## src/sv/fmsp_pkg.sv

```systemverilog
// Shared types and constants for the split-partial fp32 multiplier.
package fmsp_pkg;
    localparam int unsigned WORD_W = 32;
    localparam int unsigned HI_W   = 13;
    localparam int unsigned LO_W   = 11;
    localparam int unsigned MANT_W = 26;
    localparam logic [8:0] EXP_BIAS_ADJ = 9'h081;
    localparam logic [MANT_W-1:0] ROUND_K = 26'd2;

    typedef logic [WORD_W-1:0] t_word;

    typedef struct packed {
        logic             sign;
        logic [8:0]       esum;
        logic [HI_W-1:0]  ah;
        logic [HI_W-1:0]  bh;
        logic [LO_W-1:0]  al;
        logic [LO_W-1:0]  bl;
    } t_unpack;

    typedef struct packed {
        logic             sign;
        logic [8:0]       esum;
        logic [MANT_W-1:0] hh;
        logic [12:0]      cross_a;
        logic [12:0]      cross_b;
    } t_prod;
endpackage

```

## src/sv/fp32_multiply_split_partial_top.sv

```systemverilog
// Top level: four-stage pipelined fp32 multiplier with split, truncated mantissa product.
//
//  channel | valid      | stall      | payload
//  in      | i_valid    | o_stall    | i_operand_a, i_operand_b
//  out     | o_valid    | i_stall    | o_product
//
// One beat per cycle while no stall holds the pipe; o_valid is the stage-4 valid bit.
// Stage 1 unpacks, stage 2 forms the three partial products, stage 3 sums,
// stage 4 normalizes/packs. Synchronous active-low reset clears valid bits.
// A downstream stall holds every occupied stage whose successor is held; bubbles
// collapse, so o_stall rises only when the whole pipe is full and stalled.
module fp32_multiply_split_partial_top (
    input  logic              i_clk,
    input  logic              i_rst_n,
    input  logic              i_valid,
    output logic              o_stall,
    input  fmsp_pkg::t_word   i_operand_a,
    input  fmsp_pkg::t_word   i_operand_b,
    output logic              o_valid,
    input  logic              i_stall,
    output fmsp_pkg::t_word   o_product
);
    import fmsp_pkg::*;

    logic [3:0] r_v;
    logic [3:0] adv;
    t_unpack r_s1;
    t_prod   r_s2;
    logic             r_s3_sign;
    logic [8:0]       r_s3_esum;
    logic [MANT_W-1:0] r_s3_mant;
    t_word   r_s4;

    logic [2*HI_W-1:0]    ahbl, albh;
    logic [MANT_W-1:0]    n_mant;
    t_word                n_prod;

    assign adv[3] = !r_v[3] || !i_stall;
    assign adv[2] = !r_v[2] || adv[3];
    assign adv[1] = !r_v[1] || adv[2];
    assign adv[0] = !r_v[0] || adv[1];
    assign o_stall = !adv[0];

    always_ff @(posedge i_clk) begin
        if (!i_rst_n) begin
            r_v <= '0;
        end else begin
            if (adv[0]) r_v[0] <= i_valid;
            if (adv[1]) r_v[1] <= r_v[0];
            if (adv[2]) r_v[2] <= r_v[1];
            if (adv[3]) r_v[3] <= r_v[2];
        end
    end

    // 13x11 cross products, bits 23..11 kept
    assign ahbl = {13'd0, r_s1.ah} * {15'd0, r_s1.bl};
    assign albh = {15'd0, r_s1.al} * {13'd0, r_s1.bh};
    assign n_mant = r_s2.hh + {13'd0, r_s2.cross_a} + {13'd0, r_s2.cross_b} + ROUND_K;

    always_comb begin
        n_prod = '0;
        if (r_s3_esum[8]) begin
            if (r_s3_mant[25]) begin
                n_prod = {r_s3_sign, r_s3_esum[7:0] + 8'd1, r_s3_mant[24:2]};
            end else begin
                n_prod = {r_s3_sign, r_s3_esum[7:0], r_s3_mant[23:1]};
            end
        end
    end

    always_ff @(posedge i_clk) begin
        if (adv[0]) begin
            r_s1.sign <= i_operand_a[31] ^ i_operand_b[31];
            r_s1.esum <= {1'b0, i_operand_a[30:23]} + {1'b0, i_operand_b[30:23]} + EXP_BIAS_ADJ;
            r_s1.ah   <= {1'b1, i_operand_a[22:11]};
            r_s1.bh   <= {1'b1, i_operand_b[22:11]};
            r_s1.al   <= i_operand_a[10:0];
            r_s1.bl   <= i_operand_b[10:0];
        end
        if (adv[1]) begin
            r_s2.sign    <= r_s1.sign;
            r_s2.esum    <= r_s1.esum;
            r_s2.hh      <= {13'd0, r_s1.ah} * {13'd0, r_s1.bh};
            r_s2.cross_a <= ahbl[23:11];
            r_s2.cross_b <= albh[23:11];
        end
        if (adv[2]) begin
            r_s3_sign <= r_s2.sign;
            r_s3_esum <= r_s2.esum;
            r_s3_mant <= n_mant;
        end
        if (adv[3]) begin
            r_s4 <= n_prod;
        end
    end

    assign o_valid   = r_v[3];
    assign o_product = r_s4;
endmodule
```

## config.mk

```make
export PLATFORM = sky130hd
export DESIGN_NAME = fp32_multiply_split_partial_top
export DESIGN_NICKNAME = d
export VERILOG_FILES = /design/src/sv/fmsp_pkg.sv /design/src/sv/fp32_multiply_split_partial_top.sv
export SDC_FILE = /design/constraint.sdc
export NUM_CORES = 1
export LEC_CHECK = 0
export ABC_AREA = 1
export BUFFER_PORTS_ARGS = -buffer_cell sky130_fd_sc_hd__buf_2
export CAP_MARGIN = 10
export CORE_MARGIN = 1
export CORE_UTILIZATION = 61
export CTS_CLUSTER_SIZE = 20
export DETAILED_ROUTE_END_ITERATION = 7
export PLACE_DENSITY = 0.77
export SLEW_MARGIN = 0
export SYNTH_ARGS = -nofsm -noshare
export SYNTH_HDL_FRONTEND = slang
export SYNTH_SLANG_ARGS = --single-unit
```

## constraint.sdc

```tcl
create_clock -name i_clk -period 8.93 [get_ports i_clk]
set_clock_uncertainty 0.2 [all_clocks]
set_input_delay 2.679 -clock i_clk [delete_from_list [all_inputs] [get_ports i_clk]]
set_output_delay 2.679 -clock i_clk [all_outputs]
set_load 0.02 [all_outputs]
```

* Yosys cells after proc, flatten, opt, wreduce, memory -nomap -nowiden
Cells that the tools add are included.
** Storage, ports and cells
- Logic and storage cells :: 40
- Output and inout bits :: 34
- Input bits :: 68
- Register bits :: 190
** Operators by class
- Multiply operators :: 3
- Bitwise operators :: 1
- Muxes and demuxes :: 1
- Reduce and logical (&&, ||, !) cells :: 10
- Add/sub/neg operators :: 6
** Operators by type and width (count)
- $add A26 B13 Y26 :: 2
- $mux W31 :: 1
- $add A26 B2 Y26 const B :: 1
- $mul A13 B13 Y26 :: 1
- $mul A11 B13 Y24 :: 1
- $mul A13 B11 Y24 :: 1
- $add A8 B8 Y9 :: 1
- $add A9 B8 Y9 const B :: 1
- $add A8 B1 Y8 const B :: 1
- $logic_not A1 Y1 :: 6
- $logic_or A1 B1 Y1 :: 4
- $xor A1 B1 Y1 :: 1

* Longest topological paths before layout
Gate-level depths: netlist of the first run.
- Depth after elaboration :: 6
- Gate-level depth with buffers :: 23
- Gate-level depth less buffers :: 22

* Worst setup path before layout of the first run
Ideal clock, no wire load.
- Path type :: input to output
- Start point :: input i_stall
- End point :: output o_stall
- Stages :: 6
- Path slack :: 0.062 ns
- Required time :: 6.051 ns
- Arrival time :: 5.989 ns
- Buffers on the path :: 0
- Path through :: nand2_1 nor2_1 inv_1 nor2_1 inv_1 nor2_1
** On the way
- Longest elaborated chain between the ends :: 6
** RTL lines
- start, declared :: line fp32_multiply_split_partial_top.sv:20 : input logic i_stall,
- $logic_not A1 Y1 :: line fp32_multiply_split_partial_top.sv:38 : assign adv[3] = !r_v[3] || !i_stall;
- $logic_or A1 B1 Y1 :: line fp32_multiply_split_partial_top.sv:38
- $logic_or A1 B1 Y1 :: line fp32_multiply_split_partial_top.sv:39 : assign adv[2] = !r_v[2] || adv[3];
- net adv[2] :: line fp32_multiply_split_partial_top.sv:26 : logic [3:0] adv;
- $logic_or A1 B1 Y1 :: line fp32_multiply_split_partial_top.sv:40 : assign adv[1] = !r_v[1] || adv[2];
- net adv[1] :: line fp32_multiply_split_partial_top.sv:26
- $logic_or A1 B1 Y1 :: line fp32_multiply_split_partial_top.sv:41 : assign adv[0] = !r_v[0] || adv[1];
- $logic_not A1 Y1 :: line fp32_multiply_split_partial_top.sv:42 : assign o_stall = !adv[0];
- end, declared :: line fp32_multiply_split_partial_top.sv:16 : output logic o_stall,
The timed path passes the listed nets, and every way through them passes these cells.

* Worst setup path after layout of the first run
- Start point :: input i_stall
- End point :: output o_stall
** On the way
- Longest elaborated chain between the ends :: 6
** RTL lines (line)
- $logic_not A1 Y1 :: fp32_multiply_split_partial_top.sv:38
- $logic_or A1 B1 Y1 :: fp32_multiply_split_partial_top.sv:38
- net adv[3] :: fp32_multiply_split_partial_top.sv:26
- $logic_or A1 B1 Y1 :: fp32_multiply_split_partial_top.sv:39
- net adv[2] :: fp32_multiply_split_partial_top.sv:26
- $logic_or A1 B1 Y1 :: fp32_multiply_split_partial_top.sv:40
- net adv[1] :: fp32_multiply_split_partial_top.sv:26
- $logic_or A1 B1 Y1 :: fp32_multiply_split_partial_top.sv:41
- $logic_not A1 Y1 :: fp32_multiply_split_partial_top.sv:42
The timed path passes the listed nets, and every way through them passes these cells.

==> run_results.csv, run 1 <==
group,metric,value,unit
route,wl_met2,28160,um
worst_setup_path,crit_end,"o_stall",
clock_tree,cts_tree,"yes",
worst_setup_path,crit_type,"in -> out",
flow_run,maxCapViolCount,0,
floorplan,fp.dieH,197.5,um
worst_setup_path,critPathCaptureType,"output pin",
global_routing,gr-usage-all-layers,29.89,%
yosys,synth_area,23300,sq um
timing,tightest_slew,1219,ps
power,powerDensity,388.6,nW/um^2
floorplan,start_util,61.87,%
global_routing,grt_pass1_wl,89390,um
clock_tree,clk_path_buf_depth,2,
worst_setup_path,r2r_start,"r_s1[28]$_DFFE_PN_",
route,highest_layer,"met4",
run_status,outcome,"completed",
global_routing,grt_pass1_vias,18790,
worst_setup_path,crit_fanout,37,
power,power.internal,4.522,mW
worst_setup_path,cpMaxStageDelayCell,"buf_4",
placed_design,post-dp-hpwl,41830,um
clock_tree,post-cts-setup-buffers,0,
power,ir_drop,0.0002409,V
cells_and_area,fillerInstances,3179,
cells_and_area,seqCellArea,5635,sq um
power,power_leakage,14.02,nW
min_path,hp-class,"reg -> reg",
route,drt-vias-per-instance,5.316,
route,drt-met1-wl,21010,um
yosys,synth_cell_types,34,
worst_setup_path,rrSetupSlack,3030,ps
route,vias,17680,
clock_tree,holdBufCountCts,0,
yosys,synth_fp_nets,3352,
timing,rsz0062_at_grt,"no",
cells_and_area,num-nets-final,3415,
route,drtPass1Iterations,6,
clock_tree,post_cts_resize_count,0,
clock_tree,clk_pin_slew,70,ps
placed_design,numPortBuffers,101,
worst_setup_path,worstRegToRegCells,15,
cells_and_area,area_growth,6.814,%
power,switching_share,53.25,%
yosys,synth_seq_cells,189,
yosys,syn_avg_cell_area,8.514,sq um
route,routed_wl,54060,um
route,ant_nets,0,
worst_setup_path,crit_start,"i_stall",
worst_setup_path,reg2reg_to,"r_s2[10]$_DFFE_PP_",
power,comb_power_share,72.9,%
clock_tree,cts_root_buf,"clkbuf_16",
worst_setup_path,cp.required,6050,ps
yosys,netlist_instances,2737,
min_path,whs_path_depth,0,
timing,finalMaxSlewViolations,0,
timing,fmax,148.2,MHz
worst_setup_path,arrival,3870,ps
cells_and_area,postLayoutCoreUtil,66.08,%
clock_tree,cts.sinks,189,
power,power.net_switching,5.150,mW
placed_design,gp_congestion,0.9064,
route,drtIter0Drc,1134,
cells_and_area,final_layout_size_suffix_gt1_share,5.688,%
clock_tree,clk_latency,480,ps
timing,finalSetupTns,0,ps
cells_and_area,fin_area,24890,sq um
timing,hold_violations,0,
power,p_seq_share,19.2,%
worst_setup_path,crit_chain,"buf_2, nand2_1, nor2_1, inv_1, buf_4, nor2_1, inv_2, nor2_1, buf_2",
floorplan,coreArea,37670,sq um
yosys,synth_seq_area_share,24.18,%
worst_setup_path,path_common_cell,"nor2_1",
yosys,yosysWarnings,0,
clock_tree,cts_inserted_buffers,17,
clock_tree,h-tree-depth,4,
route,wl_per_cell,16.26,um
timing,max_slew_margin,18.72,%
placed_design,placed_cell_area,24310,sq um
route,wl_met3,2884,um
timing,finalHoldWorstSlack,219.0,ps
floorplan,io_pins,102,
route,drc,0,
worst_setup_path,critPathLaunchType,"input port",
global_routing,gr-total-overflow,0,
power,pwr-share-clk,7.9,%
floorplan,core.rowCount,71,
timing,period_needed,6748,ps
cells_and_area,multi_input_area,14610,sq um
timing,period_share,75.57,%
worst_setup_path,critPathMaxStageDelay,270,ps
timing,setup_viol,0,
floorplan,dieArea,38990,sq um
global_routing,grt_max_degree,64,
global_routing,antenna_found_initial,1,
floorplan,die_x,197.5,um
## registers in the layout, indices dropped and copies added, names as in the netlist
name	cells
r_s2	62
r_s1	56
o_product	32
r_s3_mant	25
r_s3_esum	9
r_v	4
r_s3_sign	1
## power by group through the flow
| stage | clock network, mW | logic (mW) | registers (mW) |
|---|---|---|---|
| after CTS | 0.782 | 7.04 | 1.85 |
| after floorplan | 0 | 5.07 | 1.85 |
| after global routing | 0.808 | 8.00 | 1.89 |
| after global placement | 0 | 6.87 | 1.86 |
| after detailed placement | 0 | 7.00 | 1.87 |
| final | 0.764 | 7.05 | 1.86 |
## final cells by class
cell class                      count  share of cell area [%]
Multi-Input combinational cell   1735                   58.71
Sequential cell                   189                   22.64
Inverter                          735                   11.08
Timing Repair Buffer              122                   2.664
Tap cell                          511                   2.569
Clock buffer                       18                   1.724
Clock inverter                     14                  0.5932
Antenna cell                        1                 0.01005
## synthesized netlist by cell type
cell type	instances	area (sq um)
or2_1	1	6.260
and2_1	3	18.77
nand3_1	58	290.3
clkbuf_1	75	281.5
o31ai_1	1	7.510
o21ai_1	1	5.000
xor2_1	43	376.6
inv_1	735	2759
nand3b_1	4	30.03
a21boi_0	4	30.03
nand4_1	21	131.4
ha_1	218	2728
o21bai_1	15	112.6
o21a_1	2	15.01
nor3b_1	1	7.510
o211ai_1	2	15.01
fa_1	329	6586
a21o_1	8	60.06
nand2_2	2	12.51
xnor2_1	18	157.7
a31oi_1	1	6.260
nor3_1	19	95.09
a21oi_1	96	480.5
o21ai_2	3	26.28
nand2_1	674	2530
dfxtp_1	4	80.08
buf_2	1	5.000
nor4_1	7	43.79
nand2b_1	1	6.260
o21ai_0	57	285.3
buf_1	2	7.510
or2_0	1	6.260
edfxtp_1	185	5555
nor2_1	145	544.3
## per-stage QoR
| stage | power, mW | cells | setup slack (ps) |
|---|---|---|---|
| 3_5_place_dp | 8.872 | 3292 | 2215 |
| 5_1_grt | 10.70 | 3325 | 2048 |
| 2_1_floorplan | 6.923 | 2737 | 62.26 |
| 4_1_cts | 9.679 | 3324 | 2159 |
| 6_report | 9.672 | 3325 | 2182 |
| 3_3_place_gp | 8.727 | 3292 | 2216 |
## cell usage in the layout (no fill, tap or decap), types with 18 or more instances in the layout
cell type	Yosys	final
buf_4	0	21
buf_2	1	101
nor3_1	19	19
ha_1	218	218
a21oi_1	96	96
fa_1	329	329
edfxtp_1	185	185
xor2_1	43	43
xnor2_1	18	18
inv_1	735	733
nand4_1	21	21
o21ai_0	57	57
nand3_1	58	58
nor2_1	145	145
nand2_1	674	674
## kinds of logic (layout without fill, tap and decap cells)
kind of cell | Yosys count | after routing | share of synthesized area, %
AOI/OAI and AO/OA | 190 | 190 | 4.478
other | 0 | 1 | 0
xor gates and xnor gates | 61 | 61 | 2.293
and+or+nand+nor | 937 | 937 | 15.97
buffers and inverters | 813 | 889 | 13.10
adders and majority gates | 547 | 547 | 39.97
DFF | 189 | 189 | 24.18
## routing by layer
layer,global-route usage (%),vias up
met1,34.55,8674
met3,4.729,154
met4,12.58,0
li1,-,8316
met2,54.77,532
met5,0,-
## worst min-delay path by stage
stage / slack (ps) / from / to
3_3_place_gp: 200 / r_s1[48]$_DFFE_PN_ / r_s2[52]$_DFFE_PP_
4_1_cts: 220 / r_s1[53]$_DFFE_PN_ / r_s2[57]$_DFFE_PP_
2_1_floorplan: 200 / r_s1[48]$_DFFE_PN_ / r_s2[52]$_DFFE_PP_
3_5_place_dp: 200 / r_s1[53]$_DFFE_PN_ / r_s2[57]$_DFFE_PP_
6_report: 220 / r_s1[53]$_DFFE_PN_ / r_s2[57]$_DFFE_PP_
5_1_grt: 220 / r_s1[53]$_DFFE_PN_ / r_s2[57]$_DFFE_PP_
## worst max-delay path, delay by kind of cell
family | cells | cell delay, ps
buf+inv | 5 | 650
simple gates | 4 | 520
Note: power is estimated with default switching activity, not from simulation.
==> run 2: changes to the inputs <==
==> constraint.sdc (replaced) <==
create_clock -name i_clk -period 6.65 [get_ports i_clk]
set_clock_uncertainty 0.2 [all_clocks]
set_input_delay 1.995 -clock i_clk [delete_from_list [all_inputs] [get_ports i_clk]]
set_output_delay 1.995 -clock i_clk [all_outputs]
set_load 0.02 [all_outputs]
==> run 2 against run 1 <==
Clock-buffer cell count up 1. Total power up 34%. Hold slack worse by 3.9 ps. First-iteration DRC count down 16%. Global-route usage up 0.63 points. Largest power group unchanged. Combinational power up 33%. Critical path type is now reg -> reg. Final cell count down 0.12%. Via count up 0.29%. Die area unchanged. Non-clock buffer count down 4. Core utilization up 0.060 points.
==> run_results.csv, run 2 (synthesized netlist as in run 1, its figures left out) <==
group,metric,value,unit
run_status,outcome,"completed",
cells_and_area,num-nets-final,3411,
route,vias,17730,
route,drc,0,
placed_design,post-dp-hpwl,43960,um
global_routing,grt_pass1_wl,91500,um
clock_tree,clk_latency,480,ps
power,finalPower,13.01,mW
worst_setup_path,arrival,5910,ps
route,highest_layer,"met4",
clock_tree,holdBufCountCts,0,
worst_setup_path,path_buf_inv,3,
floorplan,io_pins,102,
cells_and_area,fillerInstances,3147,
timing,max_slew_margin,18.31,%
route,ant_nets,0,
power,powerDensity,522.1,nW/um^2
timing,fmax,170.1,MHz
global_routing,grt_pass1_vias,18940,
cells_and_area,layout_commonest_cell,"inv_1",
timing,period_share,88.39,%
global_routing,gr-usage-all-layers,30.52,%
global_routing,antenna_found_initial,2,
global_routing,gr-total-overflow,0,
floorplan,coreArea,37670,sq um
placed_design,numPortBuffers,101,
clock_tree,post_cts_resize_count,0,
cells_and_area,top_register,"r_s2",
clock_tree,cts.sinks,189,
placed_design,gp_congestion,0.9590,
timing,finalMaxSlewViolations,0,
worst_setup_path,crit_type,"reg -> reg",
flow_run,maxCapViolCount,0,
timing,period_needed,5878,ps
route,drt-met1-wl,21500,um
power,power_leakage,14.02,nW
clock_tree,h-tree-depth,4,
clock_tree,clk_path_buf_depth,2,
worst_setup_path,critPathLaunchType,"register",
floorplan,die_x,197.5,um
cells_and_area,area_growth,6.910,%
route,wl_met2,28190,um
floorplan,core.rowCount,71,
worst_setup_path,path_common_cell,"fa_1",
worst_setup_path,cp.required,6680,ps
timing,finalSetupTns,0,ps
route,routed_wl,55210,um
worst_setup_path,crit_fanout,24,
worst_setup_path,cpMaxStageDelayCell,"edfxtp_1",
floorplan,fp.dieH,197.5,um
route,drt-vias-per-instance,5.338,
cells_and_area,postLayoutCoreUtil,66.14,%
clock_tree,clk_pin_slew,80,ps
cells_and_area,fin_area,24910,sq um
floorplan,start_util,61.87,%
cells_and_area,largest_reg_flops,62,
route,wl_met3,3030,um
power,ir_drop,0.0003748,V
route,wl_per_cell,16.63,um
cells_and_area,seqCellArea,5635,sq um
timing,hold_violations,0,
cells_and_area,multi_input_area,14640,sq um
worst_setup_path,critPathCaptureType,"register",
global_routing,grt_max_degree,64,
timing,tightest_slew,1225,ps
route,drtPass1Iterations,8,
timing,finalHoldWorstSlack,215.2,ps
cells_and_area,layout_common_cells,"inv_1 (732), nand2_1 (673), fa_1 (329), ha_1 (218), edfxtp_1 (185)",
clock_tree,cts_root_buf,"clkbuf_16",
floorplan,dieArea,38990,sq um
timing,rsz0062_at_grt,"no",
worst_setup_path,path_delay_family,"adder cells",
clock_tree,cts_inserted_buffers,17,
clock_tree,cts_tree,"yes",
min_path,hp-class,"reg -> reg",
placed_design,placed_cell_area,24310,sq um
timing,setup_viol,0,
worst_setup_path,critPathMaxStageDelay,1170,ps
route,drtIter0Drc,950,
clock_tree,post-cts-setup-buffers,0,
worst_setup_path,crit_chain,"nand2_1, fa_1, inv_1, fa_1, fa_1, fa_1, inv_1, fa_1, inv_1, ha_1, a21oi_1, o21ai_0, a21boi_0, nand3_1, nand2_1, nand2_1",
cells_and_area,final_layout_size_suffix_gt1_share,5.732,%
[run 2: cell count changes in the layout (fill, tap and decap cells not counted), sizes merged]
cell	before	now
inv	742	737
buf	122	118
clkinv	4	6
bufinv	0	1
clkbuf	18	19
clkinvlp	3	4
[run 2: final cells by class]
class,instances,share of cell area (%)
clock buffers,19,1.778
inverters,735,11.10
flip-flops and latches,189,22.62
well taps,511,2.566
multi-input cells,1735,58.76
repair buffers,118,2.541
clock inverters,13,0.6178
diodes,1,0.01004
[run 2: worst paths after layout]
kind / cells after the start / slack (ps) / start / endpoint
worst max-delay path: 16 / 770 / r_s1[41]$_DFFE_PN_ / r_s2[47]$_DFFE_PP_
worst min-delay path: 0 / 220 / r_s2[55]$_DFFE_PP_ / r_s3_esum[3]$_DFFE_PP_
worst max register to register: 16 / 770 / r_s1[41]$_DFFE_PN_ / r_s2[47]$_DFFE_PP_
worst min register to register: 0 / 220 / r_s2[55]$_DFFE_PP_ / r_s3_esum[3]$_DFFE_PP_
[run 2: metal layers]
| layer | GRT usage [%] | up-vias |
|---|---|---|
| li1 | - | 8299 |
| met1 | 35.78 | 8638 |
| met2 | 54.79 | 621 |
| met3 | 4.388 | 169 |
| met4 | 14.81 | 0 |
| met5 | 0 | - |
[run 2: metrics by stage]
step	instances	setup slack, ps
final	3321	772.3
after global routing	3321	510.1
after CTS	3320	832.2
after detailed placement	3288	835.6
after global placement	3288	850.8
after floorplan	2737	44.94
[run 2: report_power, final]
group          switching, mW  total, mW  internal (mW)
clock network          0.517       1.06          0.541
logic                   6.01       9.39           3.37
registers              0.360       2.56           2.20
total                   6.89       13.0           6.12
